`src/ucbs_ram.sv`:
```
`timescale 1ns / 1ps
// ----------------------------------------------------------------------------
// ucbs_ram
// Generic simple dual port RAM, one write and one registered read port.
// ----------------------------------------------------------------------------
module ucbs_ram #(
    parameter int WIDTH = 32,
    parameter int DEPTH = 64
) (
    input  logic                     clk,
    input  logic                     wr_en,
    input  logic [$clog2(DEPTH)-1:0] wr_addr,
    input  logic [WIDTH-1:0]         wr_data,
    input  logic [$clog2(DEPTH)-1:0] rd_addr,
    output logic [WIDTH-1:0]         rd_data
);

    logic [WIDTH-1:0] mem [DEPTH];

    always_ff @(posedge clk)
    begin
        if (wr_en)
        begin
            mem[wr_addr] <= wr_data;
        end
        rd_data <= mem[rd_addr];
    end

endmodule

```
`config.mk`:
```
export PLATFORM = sky130hd
export DESIGN_NAME = ucbs_ram
export DESIGN_NICKNAME = d
export VERILOG_FILES = /design/src/ucbs_ram.sv
export SDC_FILE = /design/constraint.sdc
export NUM_CORES = 2
export LEC_CHECK = 0
export ABC_CLOCK_PERIOD_IN_PS = 6620
export BUFFER_PORTS_ARGS = -buffer_cell sky130_fd_sc_hd__buf_2
export CORE_ASPECT_RATIO = 0.9
export CORE_UTILIZATION = 55
export DETAILED_ROUTE_END_ITERATION = 8
export GPL_TIMING_DRIVEN = 1
export PLACE_DENSITY = 0.71
export SETUP_SLACK_MARGIN = 0.1
export SLEW_MARGIN = 20
export SYNTH_ARGS = -nofsm -noshare
export SYNTH_HDL_FRONTEND = slang
export SYNTH_SLANG_ARGS = --single-unit
```
`constraint.sdc`:
```
create_clock -name clk -period 6.62 [get_ports clk]
set_input_delay 1.324 -clock clk [delete_from_list [all_inputs] [get_ports clk]]
set_output_delay 1.324 -clock clk [all_outputs]
set_load 0.03 [all_outputs]
```
==> results.json <==
{
  "leakage_uw": 0.0274,
  "drc_errors": 0,
  "std_cell_rows": 131,
  "timing.hold.worst.class": "register to register",
  "yosys.cell_count.top_type": "sky130_fd_sc_hd__edfxtp_1",
  "cell_taking_the_most_area_after_synthesis": "sky130_fd_sc_hd__edfxtp_1",
  "seqPwrFrac_pct": 54.6,
  "endpoint_kind": "register",
  "post_cts_buffers": 0,
  "number_of_enable_type_register_cells_in_the_synthesized_netlist": 2048,
  "cp_peak_stage_delay_ns": 0.66,
  "path_max_fanout": 62,
  "number_of_setup_violations_in_the_final_report": 0,
  "syn2layout_area_growth_pct": 12.4,
  "crit_type": "primary input to register",
  "worstPathArrival_ns": 4.60,
  "dr_total_vias": 37600,
  "max-vdd-ir-drop_v": 0.000277,
  "cts.sink_count": 2080,
  "internal_power_uw": 21100,
  "post_synth.cell_area_avg_um2": 23.6,
  "worst_slew_margin_rel_pct": 19.5,
  "timing.final.crit_period_ns": 3.93,
  "startpoint_types": "primary input",
  "syn-num-nets": 3370,
  "data_required_time_of_the_worst_path_ns": 7.30,
  "top_level_ports": 78,
  "core_region_area_um2": 142000,
  "dieWidth_um": 400,
  "maxSlewViolCount": 0,
  "synth-seq-area-share_pct": 79.1,
  "drv.max_cap_violation_count": 0,
  "combinational_power_share_pct": 5.1,
  "cts-resized-gates": 0,
  "synth_area_um2": 78500,
  "async_flop_share_pct": 0,
  "detail_route.iter0.violations": 5241,
  "cts-root-buf": "sky130_fd_sc_hd__clkbuf_16",
  "worst_slew_pin_slew_ns": 1.21,
  "synth.yosys.warnings": 0,
  "clk_path_buf_depth": 3,
  "final_cell_area_um2": 88200,
  "status": "complete, no violations",
  "finalCritPeriodShare_pct": 59.3,
  "nNetsFinal": 3585,
  "pwr-share-clk_pct": 40.3,
  "cp_cell_sequence": "buf_8 > buf_4 > buf_4 > mux4_2 > mux4_2 > o22ai_1 > nor2_1",
  "power.density_cell_area_nw_per_um2": 304,
  "tritoncts": "done",
  "clock-skew-final_ns": 0.0276,
  "drt-vias-per-instance": 6.75,
  "yosys.cell_types.count": 34,
  "finalPower_uw": 26800,
  "cts_max_level": 4,
  "globalRoute.totalOverflow": 0,
  "grt_setup_unrepaired": "false",
  "port-buffer-count": 77,
  "power_switching_share_pct": 21.2,
  "synth.area.top_cells": "sky130_fd_sc_hd__edfxtp_1, sky130_fd_sc_hd__mux4_2, sky130_fd_sc_hd__mux2i_1",
  "die_h_um": 360,
  "synth-seq-cells": 2080,
  "detailed_place.area_um2": 82000,
  "firstDrtPassIters": 6,
  "groute.usage.overall_pct": 27.9,
  "final.setup.tns_ns": 0,
  "wirelength_um": 199000,
  "critPathSlowestCell": "sky130_fd_sc_hd__o22ai_1",
  "die_area_um2": 144000,
  "max_clock_freq_mhz": 255,
  "clkSlewWorstSetupHoldPaths_ns": 0.06,
  "grt_antenna_before_repair": 17,
  "synth_ff_type": "sky130_fd_sc_hd__edfxtp_1",
  "drt.antenna.violating_nets": 0,
  "first_global_vias": 37600,
  "drive_above_1_share_pct": 29.5,
  "grt_pass1_wl_um": 281000,
  "later_pin_clock_latency_in_the_skew_report_ns": 0.83,
  "cts_made_buffers": 191,
  "route.detailed.wl_per_inst_um": 35.7,
  "synth.cells.most_frequent": "sky130_fd_sc_hd__edfxtp_1, sky130_fd_sc_hd__mux4_2, sky130_fd_sc_hd__nor2_1",
  "routability_congestion_estimate": 0.813,
  "synthesis.instances": 3324,
  "start_util_pct": 55.4,
  "grt_max_degree": 85,
  "postCtsHoldBufs": 0,
  "detailedPlacementHpwl_um": 109000,
  "total_switching_power_uw": 5690,
  "timing_hold_violations_final": 0,
  "post-synth-top-area-fraction_pct": 78.3
}
[per-stage QoR]
step	setup slack [ns]	hold WS (ns)	instances	utilization [%]
floorplan	2.14	0.663	3324	-
global placement	1.84	0.730	5202	57.8
detailed placement	1.85	0.740	5205	57.9
CTS	2.69	0.764	5557	62.2
global route	2.59	0.850	5563	62.3
finish	2.69	0.765	5570	62.3
[sequential cells by signal, indices dropped and copies added, names as in the netlist]
signal	cells
mem	2048
rd_data	32
[per-layer routing]
| layer | up-vias | routed length [um] | GRT usage (%) |
|---|---|---|---|
| met4 | 6 | 5700 | 8.57 |
| met1 | 20200 | 75500 | 39.9 |
| li1 | 14700 | - | - |
| met2 | 2375 | 94800 | 43.6 |
| met3 | 327 | 22700 | 6.32 |
| met5 | - | 31 | 0 |
[cell type report]
class	count	area (um^2)
tap	1862	2330
timing repair buffer	204	1680
clock buffer	253	5210
fill	9255	53400
clock inverter	99	901
sequential	2080	62100
multi-input combinational	1062	16000
antenna	10	25.0
[final timing paths]
kind | start | end | slack, ns | depth (start not counted)
worst max-delay path | rd_addr[0] | rd_data[11] | 2.69 | 7
worst min-delay path | mem[12][4] | rd_data[4] | 0.76 | 4
worst max register to register | mem[22][2] | rd_data[2] | 4.05 | 4
worst min register to register | mem[12][4] | rd_data[4] | 0.76 | 4
[cells by family after synthesis]
family	count (synthesis)	share of synthesized area, %
flip-flops	2080	79.1
buffers and inverters	182	1.13
AND/OR/NAND/NOR	223	1.27
multiplexers	637	16.8
AO/OA/AOI/OAI	202	1.67
[cells in the final DEF (no fill, tap or decap), types with 4 or more instances in the layout]
master / Yosys / layout
sky130_fd_sc_hd__edfxtp_1: 2048 / 2048
sky130_fd_sc_hd__mux4_2: 544 / 544
sky130_fd_sc_hd__clkbuf_16: 0 / 194
sky130_fd_sc_hd__buf_4: 25 / 133
sky130_fd_sc_hd__mux2i_1: 93 / 93
sky130_fd_sc_hd__o22ai_1: 84 / 84
sky130_fd_sc_hd__nor2_1: 137 / 75
sky130_fd_sc_hd__a21oi_1: 62 / 62
sky130_fd_sc_hd__nor2_4: 0 / 62
sky130_fd_sc_hd__buf_2: 57 / 49
sky130_fd_sc_hd__clkbuf_1: 74 / 46
sky130_fd_sc_hd__clkinv_2: 0 / 40
sky130_fd_sc_hd__clkinv_1: 0 / 32
sky130_fd_sc_hd__dfxtp_1: 32 / 32
sky130_fd_sc_hd__o221ai_1: 27 / 27
sky130_fd_sc_hd__nand2_1: 26 / 26
sky130_fd_sc_hd__buf_12: 0 / 16
sky130_fd_sc_hd__nor2b_1: 15 / 15
sky130_fd_sc_hd__bufinv_16: 0 / 14
sky130_fd_sc_hd__clkbuf_8: 0 / 13
sky130_fd_sc_hd__a22oi_1: 12 / 12
sky130_fd_sc_hd__diode_2: 0 / 10
sky130_fd_sc_hd__a311oi_1: 8 / 8
sky130_fd_sc_hd__inv_6: 0 / 8
sky130_fd_sc_hd__nand2b_1: 8 / 7
sky130_fd_sc_hd__nand3b_1: 5 / 5
sky130_fd_sc_hd__nor3_1: 7 / 5
sky130_fd_sc_hd__nand3_1: 5 / 5
sky130_fd_sc_hd__and3_1: 4 / 4
sky130_fd_sc_hd__a41o_1: 4 / 4
sky130_fd_sc_hd__o32ai_1: 4 / 4
[worst max-delay path, delay by kind of cell]
family,cells,cell delay [ns]
AOI/OAI and AO/OA,1,0.66
muxes,2,1.04
and+or+nand+nor,1,0.13
buffers and inverters,3,1.37
[power by group through the flow]
stage / Clock, uW / Sequential [uW] / Combinational [uW]
floorplan: 0 / 14900 / 709
global placement: 0 / 14900 / 1330
detailed placement: 0 / 14900 / 1350
CTS: 10900 / 14700 / 1350
global route: 11400 / 14600 / 1430
finish: 10800 / 14600 / 1360
No activity file was read; power rests on OpenSTA's default activity.
